===== src/design/set_assoc_cache_lru_tracker_defines.svh =====
// Assertion macros used by the cache tracker RTL.
`ifndef SET_ASSOC_CACHE_LRU_TRACKER_DEFINES_SVH
`define SET_ASSOC_CACHE_LRU_TRACKER_DEFINES_SVH

// Implication checked in the same cycle.
`define SACL_ASSERT_IMP(lbl, ante, cons, msg) \
  lbl: assert property (@(posedge clk) disable iff (!rst_n) (ante) |-> (cons)) \
    else $error(msg);

// Implication checked in the next cycle.
`define SACL_ASSERT_NEXT(lbl, ante, cons, msg) \
  lbl: assert property (@(posedge clk) disable iff (!rst_n) (ante) |=> (cons)) \
    else $error(msg);

`endif


===== src/design/sacl_pkg.sv =====
package sacl_pkg;

  localparam int DEF_MAX_SETS = 64;
  localparam int DEF_MAX_WAYS = 8;

  localparam int ADDR_W = 64;
  localparam int TAG_W  = 62;
  localparam int CMD_W  = 2;
  localparam int HITS_W = 2;

  localparam logic [CMD_W-1:0] CMD_LOAD   = 2'd0;
  localparam logic [CMD_W-1:0] CMD_STORE  = 2'd1;
  localparam logic [CMD_W-1:0] CMD_MODIFY = 2'd2;

  localparam int SET_BITS_W    = 3;
  localparam int OFFSET_BITS_W = 6;
  localparam int WAYS_W        = 4;
  localparam int RAW_IDX_W     = (1 << SET_BITS_W) - 1;

  localparam logic [SET_BITS_W-1:0]    SET_BITS_RST    = 3'd1;
  localparam logic [OFFSET_BITS_W-1:0] OFFSET_BITS_RST = 6'd5;
  localparam logic [WAYS_W-1:0]        WAYS_RST        = 4'd1;

  localparam int PADDR_W   = 4;
  localparam int PDATA_W   = 32;
  localparam int REG_IDX_W = 2;

  localparam logic [REG_IDX_W-1:0] REG_SET_BITS    = 2'd0;
  localparam logic [REG_IDX_W-1:0] REG_OFFSET_BITS = 2'd1;
  localparam logic [REG_IDX_W-1:0] REG_WAYS        = 2'd2;

  localparam int QUEUE_DEPTH = 2;

  typedef struct packed {
    logic [SET_BITS_W-1:0]    set_bits;
    logic [OFFSET_BITS_W-1:0] offset_bits;
    logic [WAYS_W-1:0]        ways_in_use;
  } cfg_t;

endpackage


===== src/design/sacl_intf.sv =====
interface sacl_req_if;
  logic                           valid;
  logic                           ready;
  logic [sacl_pkg::CMD_W-1:0]     command;
  logic [sacl_pkg::ADDR_W-1:0]    access_address;

  modport source (output valid, command, access_address, input ready);
  modport sink   (input valid, command, access_address, output ready);
endinterface



===== src/design/sacl_front.sv =====
module sacl_front #(
  parameter int MAX_SETS = sacl_pkg::DEF_MAX_SETS
) (
  sacl_req_if.sink                        in_req,
  input  sacl_pkg::cfg_t                  cfg,
  input  logic                            clear_busy,
  input  logic                            push_ready,
  output logic                            push_valid,
  output logic [$clog2(MAX_SETS)-1:0]     push_set,
  output logic [sacl_pkg::TAG_W-1:0]      push_tag,
  output logic                            push_modify
);

  localparam int SET_W = $clog2(MAX_SETS);
  localparam int RIW   = sacl_pkg::RAW_IDX_W;

  logic [RIW-1:0] idx_raw;
  logic [RIW:0]   idx_mask;
  logic [RIW-1:0] idx_rem;
  logic [RIW-1:0] shift_total;

  assign in_req.ready = push_ready && !clear_busy;
  assign push_valid   = in_req.valid && !clear_busy;
  assign push_modify  = (in_req.command == sacl_pkg::CMD_MODIFY);

  assign idx_raw     = RIW'(in_req.access_address >> cfg.offset_bits);
  assign idx_mask    = ((RIW+1)'(1) << cfg.set_bits) - (RIW+1)'(1);
  assign shift_total = RIW'(cfg.set_bits) + RIW'(cfg.offset_bits);

  // set index folded onto the physical sets by restoring reduction
  always_comb begin
    idx_rem = idx_raw & idx_mask[RIW-1:0];
    for (int k = RIW - 1; k >= 0; k--) begin
      if (int'(idx_rem) >= (MAX_SETS << k)) begin
        idx_rem = idx_rem - RIW'(MAX_SETS << k);
      end
    end
  end

  assign push_set = SET_W'(idx_rem);
  assign push_tag = (int'(shift_total) >= sacl_pkg::ADDR_W) ? '0 :
                    sacl_pkg::TAG_W'(in_req.access_address >> shift_total);

endmodule


===== src/flat_wrapper.sv =====
// flat-port wrapper written by rule: the top's interface ports become plain ports
module sacl_front_flat 
#(
  parameter int MAX_SETS = sacl_pkg::DEF_MAX_SETS
)
  (cfg, clear_busy, push_ready, push_valid, push_set, push_tag, push_modify, in_req_valid, in_req_command, in_req_access_address, in_req_ready);
  sacl_req_if in_req_i ();
  input  sacl_pkg::cfg_t cfg;
  input  logic clear_busy;
  input  logic push_ready;
  output logic push_valid;
  output logic [$clog2(MAX_SETS)-1:0] push_set;
  output logic [sacl_pkg::TAG_W-1:0] push_tag;
  output logic push_modify;
  input wire logic [$bits(in_req_i.valid)-1:0] in_req_valid;
  input wire logic [$bits(in_req_i.command)-1:0] in_req_command;
  input wire logic [$bits(in_req_i.access_address)-1:0] in_req_access_address;
  output wire logic [$bits(in_req_i.ready)-1:0] in_req_ready;
  assign in_req_i.valid = in_req_valid;
  assign in_req_i.command = in_req_command;
  assign in_req_i.access_address = in_req_access_address;
  assign in_req_ready = in_req_i.ready;
  sacl_front #(.MAX_SETS(MAX_SETS)) u_core (.in_req(in_req_i), .cfg(cfg), .clear_busy(clear_busy), .push_ready(push_ready), .push_valid(push_valid), .push_set(push_set), .push_tag(push_tag), .push_modify(push_modify));
endmodule

===== config.mk =====
export PLATFORM = sky130hd
export DESIGN_NAME = sacl_front_flat
export DESIGN_NICKNAME = d
export VERILOG_FILES = /design/src/design/set_assoc_cache_lru_tracker_defines.svh /design/src/design/sacl_pkg.sv /design/src/design/sacl_intf.sv /design/src/design/sacl_front.sv /design/src/flat_wrapper.sv
export SDC_FILE = /design/constraint.sdc
export NUM_CORES = 1
export LEC_CHECK = 0
export ABC_AREA = 1
export ABC_CLOCK_PERIOD_IN_PS = 3200
export BUFFER_PORTS_ARGS = -buffer_cell sky130_fd_sc_hd__buf_2
export CORE_MARGIN = 8
export CORE_UTILIZATION = 30
export DETAILED_ROUTE_END_ITERATION = 10
export PLACE_DENSITY = 0.5
export SYNTH_ARGS = -nofsm -noshare
export SYNTH_HDL_FRONTEND = slang
export SYNTH_SLANG_ARGS = --single-unit

===== constraint.sdc =====
create_clock -name vclk -period 3.2
set_input_delay 0.32 -clock vclk [all_inputs]
set_output_delay 0.32 -clock vclk [all_outputs]
set_load 0.005 [all_outputs]

==> results.ini, run 1 <==
[grt]
grt_pass1_vias = 9400
overflow = 0
grt_pass1_wl_microns = 49600
grt_usage_pct = 21.5
antenna_found_initial = 3
grt_max_degree = 72

[timing]
rsz0062_at_grt = false
finalWorstSetupSlack_ns = 0.158
layout_min_cycle_time_ns = 3.04
finalSetupViolCount = 0
max_freq_mhz = 329
worst_slew_pin_slew_ns = 0.668
hold_viol = 0
slew_violations = 0
max_slew_margin_pct = 55.4
fin_setup_tns_ns = 0
hold_ws_ns = 0.860
finalCritPeriodShare_pct = 95.1

[pwr]
ir_drop_v = 0.000223
leakage_nw = 4.43
power.total_mw = 2.46
p_per_area_nw_per_um2 = 316

[floorplan]
die_area_sq_um = 27500
die_y_microns = 166
coreArea_sq_um = 22400
start_util_pct = 30.1
io_pins = 153
dieWidth_microns = 166
rows = 55

[place]
portBuffers = 149
place_ws_ns = 0.220
placed_cells = 1910
dp.final_hpwl_microns = 24600
gp_congestion = 0.919
dpl-instance-area_sq_um = 7790

[synth]
synthCells = 1556
yosysSeqAreaShare_pct = 0
syn_nets = 1643
syn_area_sq_um = 6730
synth_area_per_cell_sq_um = 4.33
yosysWarnings = 0
yosysUniqueCellTypes = 31

[final_layout]
layout.cells.non_filler = 1912
drive_gt1_share_pct = 12.3
multiInputGateArea_sq_um = 6180
n_fill_cell = 2709
seq_cell_count = 0
seq_area_sq_um = 0
final_area_sq_um = 7790
utilization_pct = 34.9
syn_to_final_growth_pct = 15.8
clockBufferCount = 0
nNetsFinal = 1714

[setup_path]
cp-start-kind = input pin
cp_max_fo = 65
endpoint_kind = output pin
critPathRequiredTime_ns = 2.88
cp.arrival_ns = 2.72
worstSetupPathType = in -> out

[routing]
antenna_left = 0
vias = 10400
avgViaCountPerCell = 5.43
wire_per_inst_microns = 16.4
drtIter0Drc = 1183
totalWireLength_microns = 31400
first_pass_iters = 7
remaining_drc_errors = 0

[worst_hold_path]
min_from = in_req_command[0]
hold_end = push_modify
hold_class = in -> out
hold_path_depth = 3

[outcome]
outcome = completed

[run]
max_cap_violations = 0

[clock_tree]
postCtsSetupRepairBufs = 0

-- worst max path at each step --
| stage | from | to | cells past startpoint |
|---|---|---|---|
| floorplan | cfg[5] | push_tag[7] | 13 |
| global placement | cfg[10] | push_tag[16] | 13 |
| detailed placement | cfg[10] | push_tag[7] | 13 |
| CTS | cfg[10] | push_tag[16] | 13 |
| global route | cfg[10] | push_tag[7] | 13 |
| finish | cfg[10] | push_tag[7] | 13 |
-- synthesized netlist by cell type --
master / number / area share, %
or2_2: 2 / 0.19
inv_1: 31 / 1.7
a21oi_1: 27 / 2.0
ha_1: 4 / 0.74
a21boi_0: 1 / 0.11
o21ai_0: 27 / 2.0
buf_1: 15 / 0.84
clkbuf_1: 62 / 3.5
xor2_2: 1 / 0.24
xor2_1: 3 / 0.39
o21ai_2: 1 / 0.13
nor2_4: 1 / 0.17
nand4_1: 1 / 0.093
o21bai_1: 1 / 0.11
nor2_1: 108 / 6.0
nand3_2: 1 / 0.15
nand2_1: 718 / 40
nor4_1: 1 / 0.093
nand2_2: 2 / 0.19
buf_4: 1 / 0.11
xnor2_2: 1 / 0.24
buf_2: 31 / 2.3
nor2_2: 1 / 0.093
and2_1: 1 / 0.093
nand3_1: 496 / 37
nor3_1: 2 / 0.15
inv_2: 7 / 0.39
a31oi_1: 1 / 0.093
fa_1: 1 / 0.30
clkinv_1: 2 / 0.11
o211ai_1: 5 / 0.56
-- worst max-delay path, stage by stage --
cell	delay [ns]
buf_2	0.13
ha_2	0.19
inv_1	0.05
fa_2	0.59
buf_12	0.28
nand3_1	0.14
nand3_1	0.10
nand2_1	0.09
o21ai_0	0.36
nand2_1	0.14
nand3_1	0.13
nand2_1	0.06
buf_2	0.12
-- layer usage --
metal  track usage, %  vias up  part of all wire [%]
li1                 -     5270                     -
met1             26.8     4636                    41
met2             38.8      429                    50
met3             1.74       54                   6.3
met4             6.09        2                   2.7
met5                0        -                 0.038
-- area by class of cell --
cell class | count | area share, %
diodes | 2 | 0.0642
inverters | 40 | 1.93
multi-input cells | 1407 | 79.3
well taps | 285 | 4.57
repair buffers | 178 | 14.1
-- cells by family after synthesis --
kind of cell | Yosys count | synth area share [%]
xor gates and xnor gates | 5 | 0.874
and+or+nand+nor | 1334 | 84.1
buffers and inverters | 149 | 8.94
adders and majority gates | 5 | 1.04
AOI/OAI and AO/OA | 63 | 5.02
-- power by group --
group	internal, mW	switching, mW
registers	0	0
clock network	0.0000000836	0
logic	0.816	1.64
total	0.816	1.64
-- what timing repair did --
item	CTS	global route
hold buffers	0	0
setup endpoints to repair	0	3
gates resized for setup	0	1
-- cells in the final DEF, fill, tap and decap left out, drive strengths merged --
master	count
a21boi	1
a21oi	27
a31oi	1
and2	1
buf	178
clkinv	2
diode	2
fa	1
ha	4
inv	38
nand2	720
nand3	497
nand4	1
nor2	110
nor3	2
nor4	1
o211ai	5
o21ai	28
o21bai	1
or2	2
xnor2	1
xor2	4
No activity file was read; power rests on OpenSTA's default activity.
==> run 2: changes to the inputs <==
PLACE_DENSITY = not set   (was 0.5)
SKIP_LAST_GASP = 1   (was not set)
==> results.ini, run 2 (synthesized netlist as in run 1, its figures left out) <==
[setup_path]
startpoint = cfg[10]
endpoint = push_tag[16]
cp-start-kind = input pin
worstSetupPathType = in -> out
endpoint_kind = output pin
cp_max_fo = 65
cp.arrival_ns = 2.67
critPathRequiredTime_ns = 2.88

[floorplan]
rows = 55
die_area_sq_um = 27500
dieWidth_microns = 166
die_y_microns = 166
coreArea_sq_um = 22400
start_util_pct = 30.1
io_pins = 153

[worst_hold_path]
hold_path_depth = 3
hold_class = in -> out

[routing]
wire_per_inst_microns = 16.1
vias = 10600
antenna_left = 0
remaining_drc_errors = 0
avgViaCountPerCell = 5.55
first_pass_iters = 6
totalWireLength_microns = 30800
drtIter0Drc = 1338

[place]
placed_cells = 1911
dp.final_hpwl_microns = 24200
gp_congestion = 0.961
portBuffers = 149
place_ws_ns = 0.230

[outcome]
outcome = completed

[grt]
grt_usage_pct = 21.1
overflow = 0
grt_pass1_wl_microns = 49000
antenna_found_initial = 4
grt_max_degree = 72
grt_pass1_vias = 9460

[final_layout]
drive_gt1_share_pct = 12.4
seq_area_sq_um = 0
clockBufferCount = 0
layout_commonest_cell = nand2_1
seq_cell_count = 0
layout_common_cells = nand2_1, nand3_1, buf_2
syn_to_final_growth_pct = 15.7
n_fill_cell = 2621
nNetsFinal = 1715
layout.cells.non_filler = 1912

[timing]
rsz0062_at_grt = false
max_slew_margin_pct = 56.1
max_freq_mhz = 334
hold_viol = 0
slew_violations = 0
finalWorstSetupSlack_ns = 0.205
layout_min_cycle_time_ns = 2.99
worst_slew_pin_slew_ns = 0.658
finalSetupViolCount = 0
fin_setup_tns_ns = 0
finalCritPeriodShare_pct = 93.6

[run]
max_cap_violations = 0

[pwr]
power.total_mw = 2.45
p_per_area_nw_per_um2 = 314
ir_drop_v = 0.000155
leakage_nw = 4.43

[clock_tree]
cts_hold_buf = 0
postCtsSetupRepairBufs = 0

-- run 2: cell count changes in the layout (fill, tap and decap cells not counted), sizes merged --
cell and delta:
buf +1, diode -1
-- run 2: metrics by stage --
step	utilization, %	cell area, sq um	hold slack (ns)
after global routing	34.8	7790	0.870
final	34.8	7790	0.857
after CTS	34.8	7780	0.861
after detailed placement	34.8	7780	0.860
after floorplan	-	6730	0.671
after global placement	34.8	7780	0.860
-- run 2: worst min path at each step --
stage / from / to / slack [ns]
final: in_req_command[0] / push_modify / 0.86
after floorplan: clear_busy / in_req_ready / 0.67
after global routing: in_req_command[0] / push_modify / 0.87
after CTS: in_req_command[0] / push_modify / 0.86
after detailed placement: in_req_command[0] / push_modify / 0.86
after global placement: in_req_command[0] / push_modify / 0.86
-- run 2: power breakdown --
| group | internal [mW] | switching, mW | total (mW) |
|---|---|---|---|
| sequential | 0 | 0 | 0 |
| combinational | 0.813 | 1.63 | 2.45 |
| clock | 0.0000000418 | 0 | 0.0000000418 |
-- run 2: layer usage --
layer | routed length (microns) | global-route usage (%) | vias to the layer above
met5 | 32 | 0 | -
met4 | 999 | 5.89 | 6
met3 | 2390 | 1.74 | 84
met2 | 14700 | 37.3 | 551
met1 | 12700 | 26.9 | 4706
li1 | - | - | 5268
-- run 2: area by class of cell --
class                      count  area [sq um]  area share, %
multi-input combinational   1407          6180           79.4
timing repair buffer         179          1100           14.1
inverter                      40           150           1.93
antenna                        1          2.50         0.0321
tap                          285           357           4.58
-- run 2: worst max-delay path, cell delays in order --
cell	delay, ns
buf_2	0.14
ha_2	0.19
inv_1	0.05
fa_2	0.57
buf_12	0.27
nand3_1	0.15
nand3_1	0.11
nand2_1	0.09
o21ai_0	0.35
nor2_1	0.08
nor2_1	0.16
nor2_1	0.06
buf_2	0.12
-- run 2: timing repair --
item / in CTS / in global routing
setup endpoints to repair: 0 / 1
hold endpoints to repair: 0 / 0
resized for setup: 0 / 1
==> run 3: changes to the inputs <==
SETUP_SLACK_MARGIN = 0.3   (was not set)
==> results.ini, run 3 (synthesized netlist as in run 1, its figures left out) <==
[outcome]
outcome = completed

[clock_tree]
cts_hold_buf = 0

[place]
dp.final_hpwl_microns = 24200
dpl-instance-area_sq_um = 7780
portBuffers = 149
place_ws_ns = 0.230
gp_congestion = 0.961

[routing]
antenna_left = 0
wl_met1_microns = 13400
vias = 11100
first_pass_iters = 7
wl_met3_microns = 3470
totalWireLength_microns = 34100
avgViaCountPerCell = 5.74
wl_met2_microns = 15800
remaining_drc_errors = 0
highest_layer = met5
wire_per_inst_microns = 17.6
drtIter0Drc = 1723

[final_layout]
seq_cell_count = 0
utilization_pct = 38.9
final_area_sq_um = 8710
nNetsFinal = 1742
n_fill_cell = 2538
clockBufferCount = 0
seq_area_sq_um = 0
layout_common_cells = nand2_1, nand3_1, buf_2
syn_to_final_growth_pct = 29.4
layout_commonest_cell = nand2_1
drive_gt1_share_pct = 19.5

[floorplan]
rows = 55
die_y_microns = 166
start_util_pct = 30.1
die_area_sq_um = 27500
coreArea_sq_um = 22400
io_pins = 153
dieWidth_microns = 166

[worst_hold_path]
hold_class = in -> out

[timing]
fin_setup_tns_ns = 0
finalSetupViolCount = 0
finalCritPeriodShare_pct = 89.6
max_slew_margin_pct = 55.6
slew_violations = 0
finalWorstSetupSlack_ns = 0.332
worst_slew_pin_slew_ns = 0.666
rsz0062_at_grt = true
max_freq_mhz = 349
hold_viol = 0
layout_min_cycle_time_ns = 2.87

[setup_path]
worst_path_largest_cell_delay_ns = 0.70
cp_max_fo = 8
critPathRequiredTime_ns = 2.88
endpoint_kind = output pin
cp-start-kind = input pin
cp_top_family = adder cells
cpMostUsedCell = nand2_1
worstSetupPathType = in -> out
slowest_stage = fa_2
cp.arrival_ns = 2.55
worst-path-buf-inv = 5
cp_cell_sequence = buf_6, ha_4, inv_1, fa_2, buf_6, clkbuf_16, nand3_1, nand3_2, nand3_1, nand2_1, nand2_1, nand3_2, nand2_1, buf_2

[pwr]
ir_drop_v = 0.000119
p_per_area_nw_per_um2 = 336
leakage_nw = 4.79
power.total_mw = 2.93

[grt]
grt_pass1_vias = 9467
grt_usage_pct = 21.1
grt_max_degree = 72
grt_pass1_wl_microns = 49000
antenna_found_initial = 4
overflow = 0

[run]
max_cap_violations = 0

==> run 3: final cells by class <==
type,instances,area (sq um),share of cell area (%)
diodes,1,2.50,0.0287
multi-input cells,1407,6590,75.6
well taps,285,357,4.09
repair buffers,206,1600,18.4
inverters,40,164,1.88
==> run 3: metrics by stage <==
step                      std cells  hold slack, ns
after detailed placement       1911           0.860
after floorplan                1556           0.671
final                          1939           0.857
after CTS                      1911           0.861
after global routing           1939           0.870
after global placement         1911           0.860
==> run 3: path summary, 6_finish.rpt <==
check	startpoint	to	slack (ns)	cells past startpoint
worst max-delay path	cfg[10]	push_tag[12]	0.33	14
worst min-delay path	in_req_command[0]	push_modify	0.86	3
==> run 3: what timing repair did <==
| item | in CTS | in global routing |
|---|---|---|
| cloned | 0 | 18 |
| hold endpoints to repair | 0 | 0 |
| pin swaps | 0 | 23 |
| resized for setup | 5 | 131 |
| buffers inserted | 0 | 9 |
| endpoints found under the setup margin | 27 | 44 |
==> run 3: metal layers <==
| metal | vias to the layer above | GRT usage (%) |
|---|---|---|
| met1 | 4943 | 26.9 |
| met3 | 126 | 1.74 |
| met5 | - | 0 |
| met2 | 720 | 37.3 |
| li1 | 5337 | - |
| met4 | 6 | 5.89 |
==> run 3: power breakdown <==
group / switching [mW] / internal, mW
clock: 0 / 0.0000000418
combinational: 1.87 / 1.06
sequential: 0 / 0
