$ cat src/design/set_assoc_cache_lru_tracker_defines.svh
// Assertion macros used by the cache tracker RTL.
`ifndef SET_ASSOC_CACHE_LRU_TRACKER_DEFINES_SVH
`define SET_ASSOC_CACHE_LRU_TRACKER_DEFINES_SVH

// Implication checked in the same cycle.
`define SACL_ASSERT_IMP(lbl, ante, cons, msg) \
  lbl: assert property (@(posedge clk) disable iff (!rst_n) (ante) |-> (cons)) \
    else $error(msg);

// Implication checked in the next cycle.
`define SACL_ASSERT_NEXT(lbl, ante, cons, msg) \
  lbl: assert property (@(posedge clk) disable iff (!rst_n) (ante) |=> (cons)) \
    else $error(msg);

`endif

$ cat src/design/sacl_pkg.sv
package sacl_pkg;

  localparam int DEF_MAX_SETS = 64;
  localparam int DEF_MAX_WAYS = 8;

  localparam int ADDR_W = 64;
  localparam int TAG_W  = 62;
  localparam int CMD_W  = 2;
  localparam int HITS_W = 2;

  localparam logic [CMD_W-1:0] CMD_LOAD   = 2'd0;
  localparam logic [CMD_W-1:0] CMD_STORE  = 2'd1;
  localparam logic [CMD_W-1:0] CMD_MODIFY = 2'd2;

  localparam int SET_BITS_W    = 3;
  localparam int OFFSET_BITS_W = 6;
  localparam int WAYS_W        = 4;
  localparam int RAW_IDX_W     = (1 << SET_BITS_W) - 1;

  localparam logic [SET_BITS_W-1:0]    SET_BITS_RST    = 3'd1;
  localparam logic [OFFSET_BITS_W-1:0] OFFSET_BITS_RST = 6'd5;
  localparam logic [WAYS_W-1:0]        WAYS_RST        = 4'd1;

  localparam int PADDR_W   = 4;
  localparam int PDATA_W   = 32;
  localparam int REG_IDX_W = 2;

  localparam logic [REG_IDX_W-1:0] REG_SET_BITS    = 2'd0;
  localparam logic [REG_IDX_W-1:0] REG_OFFSET_BITS = 2'd1;
  localparam logic [REG_IDX_W-1:0] REG_WAYS        = 2'd2;

  localparam int QUEUE_DEPTH = 2;

  typedef struct packed {
    logic [SET_BITS_W-1:0]    set_bits;
    logic [OFFSET_BITS_W-1:0] offset_bits;
    logic [WAYS_W-1:0]        ways_in_use;
  } cfg_t;

endpackage

$ cat src/design/sacl_queue.sv
module sacl_queue #(
  parameter int WIDTH = 8,
  parameter int DEPTH = sacl_pkg::QUEUE_DEPTH
) (
  input  logic             clk,
  input  logic             rst_n,
  input  logic             push_valid,
  output logic             push_ready,
  input  logic [WIDTH-1:0] push_data,
  output logic             pop_valid,
  input  logic             pop,
  output logic [WIDTH-1:0] pop_data
);

  localparam int PTR_W = (DEPTH > 1) ? $clog2(DEPTH) : 1;
  localparam int CNT_W = $clog2(DEPTH + 1);

  logic [WIDTH-1:0] entries_r [DEPTH];
  logic [PTR_W-1:0] wr_ptr_r, wr_ptr_nxt;
  logic [PTR_W-1:0] rd_ptr_r, rd_ptr_nxt;
  logic [CNT_W-1:0] count_r, count_nxt;
  logic             do_push, do_pop;

  assign push_ready = (count_r != CNT_W'(DEPTH));
  assign pop_valid  = (count_r != '0);
  assign pop_data   = entries_r[rd_ptr_r];
  assign do_push    = push_valid && push_ready;
  assign do_pop     = pop && pop_valid;

  always_comb begin
    wr_ptr_nxt = wr_ptr_r;
    rd_ptr_nxt = rd_ptr_r;
    count_nxt  = count_r;
    if (do_push) begin
      wr_ptr_nxt = (wr_ptr_r == PTR_W'(DEPTH - 1)) ? '0 : wr_ptr_r + PTR_W'(1);
    end
    if (do_pop) begin
      rd_ptr_nxt = (rd_ptr_r == PTR_W'(DEPTH - 1)) ? '0 : rd_ptr_r + PTR_W'(1);
    end
    if (do_push && !do_pop) begin
      count_nxt = count_r + CNT_W'(1);
    end else if (do_pop && !do_push) begin
      count_nxt = count_r - CNT_W'(1);
    end
  end

  always_ff @(posedge clk) begin
    if (!rst_n) begin
      wr_ptr_r <= '0;
      rd_ptr_r <= '0;
      count_r  <= '0;
    end else begin
      wr_ptr_r <= wr_ptr_nxt;
      rd_ptr_r <= rd_ptr_nxt;
      count_r  <= count_nxt;
    end
  end

  always_ff @(posedge clk) begin
    if (do_push) begin
      entries_r[wr_ptr_r] <= push_data;
    end
  end

endmodule

$ cat config.mk
export PLATFORM = sky130hd
export DESIGN_NAME = sacl_queue
export DESIGN_NICKNAME = d
export VERILOG_FILES = /design/src/design/set_assoc_cache_lru_tracker_defines.svh /design/src/design/sacl_pkg.sv /design/src/design/sacl_queue.sv
export SDC_FILE = /design/constraint.sdc
export NUM_CORES = 1
export LEC_CHECK = 0
export BUFFER_PORTS_ARGS = -buffer_cell sky130_fd_sc_hd__buf_2
export CAP_MARGIN = 20
export CORE_MARGIN = 10
export CORE_UTILIZATION = 50
export DETAILED_ROUTE_END_ITERATION = 10
export HOLD_SLACK_MARGIN = 0.15
export PLACE_DENSITY = 0.83
export SLEW_MARGIN = 20
export SYNTH_ARGS = -nofsm -noshare
export SYNTH_HDL_FRONTEND = slang
export SYNTH_SLANG_ARGS = --single-unit
$ cat constraint.sdc
create_clock -name clk -period 3.4 [get_ports clk]
set_clock_uncertainty 0.15 [all_clocks]
set_input_delay 0.34 -clock clk [delete_from_list [all_inputs] [get_ports clk]]
set_output_delay 0.34 -clock clk [all_outputs]
set_load 0.01 [all_outputs]
==> flow_metrics.py, run 1 <==
metrics = {
    "global_routing": {
        "gr-total-overflow": 0,
        "grt_use_total": 0.0814,
        "grt_use_met3": 0.0445,
        "antenna_found_initial": 0,
        "grt_pass1_vias": 488,
        "grt_busiest_layer": "met2",
        "met2_usage": 0.134,
        "grt_pass1_wl_mm": 2.15,
        "grtUsageMet1": 0.0781,
        "grt_max_degree": 12,
    },
    "run_status": {
        "status": "completed",
    },
    "place": {
        "numPortBuffers": 21,
        "pre_cts_ws_ns": 1.70,
        "gp_congestion": 0.715,
        "dpl.hpwl_mm": 1.02,
        "placed_area_sq_um": 930,
    },
    "layout": {
        "final_area_sq_mm": 0.00104,
        "area_delta_synth_final_pct": 28.0,
        "layout.nets": 96,
        "diodes": 0,
        "drive_gt1_frac": 0.427,
        "final_core_util": 0.680,
    },
    "clock_network": {
        "post_cts_buffers": 0,
        "cts_hold_buf": 8,
        "ctsHtreeMaxLevel": 1,
        "ctsResizeCount": 0,
        "clkSinkCount": 21,
        "cts_made_buffers": 3,
        "clk_pin_slew_ns": 0.10,
        "root_buffer": "clkbuf_4",
        "clockBufferDepth": 2,
        "cts_tree": "built",
        "clk_latency_ns": 0.28,
    },
    "timing": {
        "tightest_slew_ns": 0.376,
        "finalHoldViolCount": 0,
        "fin_crit_sh": 0.539,
        "fmax_ghz": 0.545,
        "fin_tns_setup_ns": 0,
        "rsz0062_at_grt": "no",
        "setup_viol": 0,
        "period_needed_ns": 1.83,
        "worst_slack_ns": 1.57,
        "relSlewSlack": 0.749,
        "maxSlewViolCount": 0,
    },
    "setup_path": {
        "criticalPathCategory": "reg -> out",
        "end_kind": "primary output",
        "cp.arrival_ns": 1.34,
        "path_max_fanout": 8,
        "cp_data_required_time_ns": 2.91,
        "start_kind": "flip-flop",
    },
    "floorplanning": {
        "core_area_sq_mm": 0.00152,
        "rows": 14,
        "num_io_pins": 22,
        "die_h_um": 60.2,
        "start_util": 0.531,
        "die_x_um": 60.2,
        "fp.dieArea_sq_mm": 0.00363,
    },
    "flow_run": {
        "cap_violations": 0,
    },
    "detailed_routing": {
        "drc": 0,
        "vias": 498,
        "antenna_left": 0,
        "firstDrtPassIters": 3,
        "routed_via_density": 5.08,
        "drtIter0Drc": 10,
        "routed_wl_mm": 1.38,
        "avgRoutedWirePerCell_um": 14.1,
    },
    "synth": {
        "ys_ff_latch": 21,
        "yosys_warnings": 0,
        "syn_nets": 63,
        "syn_area_per_cell_sq_um": 16.2,
        "ys_seq_area_frac": 0.717,
        "syn_inst": 50,
        "synth.cell_area_sq_um": 810,
        "ys_types": 17,
    },
    "power": {
        "vdd_drop_max_uv": 472,
        "powerDensity_mw_per_mm2": 659,
        "p_leak_nw": 0.421,
    },
    "hold_path": {
        "min_path_type": "in -> reg",
    },
}
## layer usage
metal / wire length, um / vias up
met4: 9 / 0
li1: - / 248
met5: 0 / -
met3: 102 / 2
met2: 734 / 10
met1: 538 / 238
## power by group
group	switching [mW]	total, mW	internal [mW]
sequential	0.0346	0.360	0.325
combinational	0.0983	0.212	0.113
clock	0.0657	0.111	0.0455
## worst paths after layout
kind | from | to | slack [ns] | cells after the start
setup / recovery | flip-flop | pop_data[0] | 1.57 | 2
hold / removal | rst_n | flip-flop | 0.18 | 3
setup reg to reg | count_r[0] | count_r[1] | 1.68 | 5
hold reg to reg | rd_ptr_r | flip-flop | 0.37 | 2
## kinds of logic (layout without fill, tap and decap cells)
family,Yosys count,after routing,synth area share
compound gates,5,5,0.0371
xor+xnor,3,3,0.0325
fa+ha+maj,1,1,0.0155
buf+inv,3,35,0.0155
flops,21,21,0.717
mux,8,8,0.111
simple gates,9,9,0.0711
## worst max-delay path: stages, from the launching register on
cell	delay, ns
dfxtp_1	0.54
mux2_2	0.38
buf_2	0.14
## placed cells by master, fill, tap and decap left out
cell type	n
and3_1	1
or3_1	1
and2_1	1
a21bo_2	1
dlygate4sd3_1	8
dfxtp_1	5
inv_1	2
clkbuf_4	3
or2_2	1
a21oi_1	2
edfxtp_1	16
mux2_2	8
ha_1	1
clkbuf_1	1
buf_2	21
xor2_1	3
nand3b_1	1
nor2_1	3
nand2b_4	1
o21ai_0	2
## synth_stat cells (all sizes together)
cell type	n	area share
a21bo	1	0.012
a21oi	2	0.012
and2	1	0.0077
and3	1	0.0077
buf	1	0.0062
dfxtp	5	0.12
edfxtp	16	0.59
ha	1	0.015
inv	2	0.0093
mux2	8	0.11
nand2b	1	0.017
nand3b	1	0.0093
nor2	3	0.014
o21ai	2	0.012
or2	1	0.0077
or3	1	0.0077
xor2	3	0.032
## final cells by class
cell class,instances,area [sq um]
inverters,2,7.51
repair buffers,29,185
clock buffers,4,26.3
flip-flops and latches,21,581
fillers,110,488
multi-input cells,26,216
well taps,16,20.0
## sequential cells by signal, indices dropped and copies added, names as in the netlist, named ones only
| name | flops |
|---|---|
| rd_ptr_r | 1 |
| count_r | 2 |
| wr_ptr_r | 1 |
| entries_r | 16 |
## metrics by stage
| step | hold slack (ns) | instances | total power, mW |
|---|---|---|---|
| 4_1_cts | 0.180 | 98 | 0.693 |
| 6_report | 0.184 | 98 | 0.683 |
| 5_1_grt | 0.204 | 98 | 0.729 |
| 3_5_place_dp | 0.338 | 86 | 0.575 |
| 2_1_floorplan | 0.289 | 50 | 0.505 |
| 3_3_place_gp | 0.341 | 86 | 0.566 |
No activity file was read; power rests on OpenSTA's default activity.
==> run 2, diff against run 1 <==
- CORE_UTILIZATION: 50 -> 44
- PLACE_DENSITY: 0.83 -> 0.77
- clock period: 3.4 -> 1.5 ns (I/O delays scaled with it)
==> flow_metrics.py, run 2 (synthesized netlist as in run 1, its figures left out) <==
metrics = {
    "floorplanning": {
        "fp.dieArea_sq_mm": 0.00396,
        "die_x_um": 62.9,
        "num_io_pins": 22,
        "rows": 15,
        "die_h_um": 62.9,
        "core_area_sq_mm": 0.00173,
        "start_util": 0.469,
    },
    "layout": {
        "layout_commonest_cell": "edfxtp_1",
        "largest-register": "entries_r",
        "diodes": 0,
        "final_cell_mix": "16 x edfxtp_1, 12 x buf_2, 10 x dlygate4sd3_1",
        "area_delta_synth_final_pct": 55.8,
        "largest_reg_flops": 16,
        "nFillCells": 122,
        "layout.nets": 104,
        "largestRegisters": "entries_r: 16 flops, count_r: 2 flops",
        "drive_gt1_frac": 0.533,
        "final_cells": 115,
    },
    "global_routing": {
        "antenna_found_initial": 0,
        "grt_max_degree": 12,
        "gr-total-overflow": 0,
        "grt_pass1_vias": 643,
        "grt_use_total": 0.0931,
        "grt_pass1_wl_mm": 3.02,
    },
    "place": {
        "pre_cts_ws_ns": -0.0684,
        "gp_congestion": 0.644,
        "numPortBuffers": 21,
        "dp_cells": 100,
    },
    "detailed_routing": {
        "vias": 546,
        "avgRoutedWirePerCell_um": 14.5,
        "routed_wl_mm": 1.66,
        "routed_via_density": 4.75,
        "antenna_left": 0,
        "drtIter0Drc": 24,
        "firstDrtPassIters": 4,
        "drc": 0,
    },
    "clock_network": {
        "clk_pin_slew_ns": 0.11,
        "clk_latency_ns": 0.30,
        "root_buffer": "clkbuf_4",
        "cts_tree": "built",
        "clockBufferDepth": 2,
        "clkSinkCount": 21,
        "cts_made_buffers": 3,
        "ctsHtreeMaxLevel": 1,
    },
    "setup_path": {
        "rrSetupSlack_ns": -0.06,
        "cp.arrival_ns": 1.64,
        "r2r-end": "count_r[1]",
        "criticalPathCategory": "reg -> reg",
        "rr_worst_depth": 6,
        "end_kind": "flip-flop",
        "start_kind": "flip-flop",
        "worstReg2RegStart": "count_r[0]",
        "cp_data_required_time_ns": 1.58,
        "path_max_fanout": 3,
    },
    "timing": {
        "relSlewSlack": 0.865,
        "tightest_slew_ns": 0.202,
        "worst_slack_ns": -0.0588,
        "finalHoldViolCount": 0,
        "maxSlewViolCount": 0,
        "rsz0062_at_grt": "yes",
        "fin_crit_sh": 1.04,
        "fmax_ghz": 0.642,
        "period_needed_ns": 1.56,
        "fin_tns_setup_ns": -0.0588,
        "setup_viol": 1,
    },
    "power": {
        "powerDensity_mw_per_mm2": 1540,
        "total_power_mw": 1.94,
        "p_leak_nw": 0.518,
        "vdd_drop_max_uv": 1080,
    },
    "hold_path": {
        "hold_path_end": "rd_ptr_r",
        "hold_start": "pop",
        "min_path_type": "in -> reg",
        "hold_depth": 5,
    },
    "run_status": {
        "status": "finished, violations left",
        "violations": "setup timing",
    },
    "flow_run": {
        "cap_violations": 0,
    },
}
==> run 2: changes by cell type in the layout (fill, tap and decap cells not counted), moves of 2 or more <==
cell,delta
dfxtp_4,+2
buf_4,+4
mux2_2,-8
buf_2,-9
mux2_4,+8
buf_6,+9
buf_12,+2
dfxtp_1,-3
dlygate4sd3_1,+2
==> run 2: cell type report <==
type,instances,area [sq um],area share
sequential,21,589,0.467
timing repair buffer,37,332,0.263
inverter,2,7.51,0.00595
tap,25,31.3,0.0248
multi-input combinational,26,275,0.218
clock buffer,4,26.3,0.0208
==> run 2: repair_timing <==
item	4_1_cts	5_1_grt
buffers inserted	1	0
resized for setup	22	1
endpoints found under the hold margin	21	0
hold buffers	10	0
setup endpoints to repair	9	10
==> run 2: worst max-delay path by stage <==
stage | endpoint | startpoint | slack [ns]
floorplan | count_r[1] | count_r[0] | -0.03
global placement | count_r[1] | count_r[1] | -0.01
detailed placement | count_r[1] | count_r[1] | -0.07
CTS | count_r[1] | count_r[0] | -0.06
global route | count_r[1] | count_r[0] | -0.15
finish | count_r[1] | count_r[0] | -0.06
==> run 2: through the flow <==
step / cell area (sq um) / utilization / hold slack (ns)
6_report: 1260 / 0.730 / 0.179
5_1_grt: 1260 / 0.730 / 0.204
4_1_cts: 1250 / 0.726 / 0.179
3_5_place_dp: 1020 / 0.593 / 0.191
3_3_place_gp: 1020 / 0.593 / 0.188
2_1_floorplan: 830 / - / 0.0989
==> run 2: report_power, final <==
part / leakage [nW] / internal, mW / switching [mW]
sequential: 0.192 / 0.754 / 0.0963
clock: 0.0150 / 0.103 / 0.160
combinational: 0.310 / 0.525 / 0.298
==> run 2: per-layer routing <==
layer	GRT usage	part of all wire
met1	0.103	0.42
met2	0.159	0.52
met4	0.0335	0.0048
met3	0.0341	0.055
met5	0	0
==> run 2: critical path, cell delays in order, from the launching register on <==
cell	delay, ns
dfxtp_4	0.37
nand2b_4	0.14
and2_4	0.14
ha_4	0.15
xor2_2	0.13
or3_1	0.30
a21oi_1	0.11
==> run 3, diff against run 2 <==
- ABC_AREA: default -> 1
- CELL_PAD_IN_SITES_DETAIL_PLACEMENT: default -> 1
- CELL_PAD_IN_SITES_GLOBAL_PLACEMENT: default -> 2
- CORE_UTILIZATION: 44 -> 29
==> flow_metrics.py, run 3 <==
metrics = {
    "run_status": {
        "status": "finished, violations left",
        "violations": "setup timing",
    },
    "synth": {
        "synth_compound_area_frac": 0.0284,
        "ys_ff_latch": 21,
        "synth.cell_area_sq_um": 836,
        "async_reset_ff_frac": 0,
        "syn_area_per_cell_sq_um": 13.5,
        "ys_seq_area_frac": 0.695,
        "synth_area_leaders": "edfxtp_1 57%, dfxtp_1 12%, mux2_2 11%",
        "yosysMostFrequentCell": "edfxtp_1",
        "synth-edff-count": 16,
        "ys_types": 18,
        "synth_xor_area_frac": 0,
        "syn_nets": 75,
        "synth_simple_gate_area_frac": 0.111,
        "ys_top_cells_by_count": "16 x edfxtp_1, 8 x mux2_2, 8 x nor2_1",
        "synth_top_area_share": 0.575,
        "synthAdderAreaFrac": 0.0150,
        "muxShareOfSynthArea": 0.108,
        "yosys_warnings": 0,
        "syn_inst": 62,
        "synth-main-ff-cell": "edfxtp_1",
        "yosys.area.top_type": "edfxtp_1",
        "synth_top_family_by_area": "simple AND/OR/NAND/NOR gates",
    },
    "layout": {
        "largest_reg_flops": 16,
        "nFillCells": 291,
        "final_cell_mix": "16 x edfxtp_1, 13 x buf_2, 11 x dlygate4sd3_1",
        "largestRegisters": "entries_r: 16 flops, count_r: 2 flops",
        "layout.nets": 114,
        "drive_gt1_frac": 0.460,
        "area_delta_synth_final_pct": 46.7,
        "diodes": 0,
        "final_area_sq_mm": 0.00123,
        "layout_commonest_cell": "edfxtp_1",
        "largest-register": "entries_r",
    },
    "setup_path": {
        "cp_cell_sequence": "mux2_4 -> buf_6",
        "criticalPathCategory": "reg -> out",
        "critPathBufInv": 1,
        "path_max_fanout": 8,
        "cp_data_required_time_ns": 1.20,
        "start_kind": "flip-flop",
        "cp.arrival_ns": 1.21,
        "critPathMaxStageDelay_ns": 0.46,
        "path_delay_family": "flip-flops",
        "crit_slowest_cell": "dfxtp_4",
        "end_kind": "primary output",
        "rrSetupSlack_ns": 0.05,
    },
    "clock_network": {
        "root_buffer": "clkbuf_4",
        "clk_latency_ns": 0.30,
        "ctsHtreeMaxLevel": 1,
        "clockBufferDepth": 2,
        "cts_tree": "built",
        "clk_pin_slew_ns": 0.12,
        "clkSinkCount": 21,
        "cts_made_buffers": 3,
    },
    "place": {
        "gp_congestion": 0.727,
        "dpl.hpwl_mm": 1.40,
        "placed_area_sq_um": 990,
        "numPortBuffers": 21,
    },
    "hold_path": {
        "min_path_type": "reg -> reg",
    },
    "floorplanning": {
        "die_h_um": 73.7,
        "core_area_sq_mm": 0.00276,
        "die_x_um": 73.7,
        "fp.dieArea_sq_mm": 0.00543,
        "num_io_pins": 22,
        "start_util": 0.303,
        "rows": 19,
    },
    "detailed_routing": {
        "firstDrtPassIters": 2,
        "drc": 0,
        "routed_via_density": 4.29,
        "routed_wl_mm": 1.91,
        "antenna_left": 0,
        "vias": 562,
        "avgRoutedWirePerCell_um": 14.6,
        "drtIter0Drc": 28,
    },
    "timing": {
        "rsz0062_at_grt": "yes",
        "finalHoldViolCount": 0,
        "setup_viol": 5,
        "fin_crit_sh": 1.01,
        "fmax_ghz": 0.662,
        "worst_slack_ns": -0.0115,
        "relSlewSlack": 0.894,
        "period_needed_ns": 1.51,
        "maxSlewViolCount": 0,
        "fin_hold_ws_ns": 0.334,
        "tightest_slew_ns": 0.159,
    },
    "flow_run": {
        "cap_violations": 0,
    },
    "global_routing": {
        "grtUsageMet1": 0.0795,
        "antenna_found_initial": 0,
        "grt_pass1_wl_mm": 3.06,
        "gr-total-overflow": 0,
        "grt_pass1_vias": 629,
        "grt_busiest_layer": "met2",
        "met2_usage": 0.126,
        "grt_max_degree": 13,
        "grt_use_total": 0.0740,
        "grt_use_met3": 0.0283,
    },
    "power": {
        "total_power_mw": 1.82,
        "vdd_drop_max_uv": 685,
        "powerDensity_mw_per_mm2": 1490,
        "p_leak_nw": 0.520,
    },
}
run 3: repair_timing:
item / CTS / global route
buffers inserted: 0 / 1
resized for setup: 20 / 5
pin swaps: 0 / 0
setup endpoints to repair: 9 / 10
hold buffers: 11 / 0
hold endpoints to repair: 21 / 0
run 3: worst paths after layout:
path | end | depth (start not counted) | from
max | pop_data[5] | 2 | flip-flop
min | count_r[0] | 1 | count_r[0]
min reg2reg | count_r[0] | 1 | count_r[0]
max reg2reg | count_r[1] | 10 | count_r[0]
run 3: logic make-up (layout without fill, tap and decap cells):
kind of cell | after synthesis | after routing
flip-flops | 21 | 21
buffers and inverters | 9 | 47
adder cells (fa/ha/maj) | 1 | 1
multiplexers | 8 | 8
AO/OA/AOI/OAI | 4 | 4
AND/OR/NAND/NOR | 19 | 19
run 3: power by group:
part / switching (mW) / internal [mW]
sequential: 0.0950 / 0.757
clock: 0.168 / 0.0994
combinational: 0.320 / 0.384
run 3: through the flow:
stage | worst slack [ns] | TNS (ns) | std cells | utilization
after floorplan | 0.0308 | 0 | 62 | -
after global placement | 0.0445 | 0 | 115 | 0.359
after detailed placement | 0.0165 | 0 | 115 | 0.359
after CTS | -0.0333 | -0.229 | 130 | 0.440
after global routing | -0.0710 | -0.573 | 131 | 0.445
final | -0.0115 | -0.0198 | 131 | 0.445
run 3: area by class of cell:
cell class | count | area, sq um | share of cell area
Sequential cell | 21 | 589 | 0.481
Timing Repair Buffer | 35 | 288 | 0.235
Multi-Input combinational cell | 32 | 249 | 0.203
Tap cell | 31 | 38.8 | 0.0316
Inverter | 8 | 33.8 | 0.0276
Clock buffer | 3 | 22.5 | 0.0184
Clock inverter | 1 | 5.00 | 0.00408
run 3: routing by layer:
metal  wire, um  up-vias
li1           -      286
met1        805      256
met2        950       20
met3        152        0
met4          0        0
met5          0        -
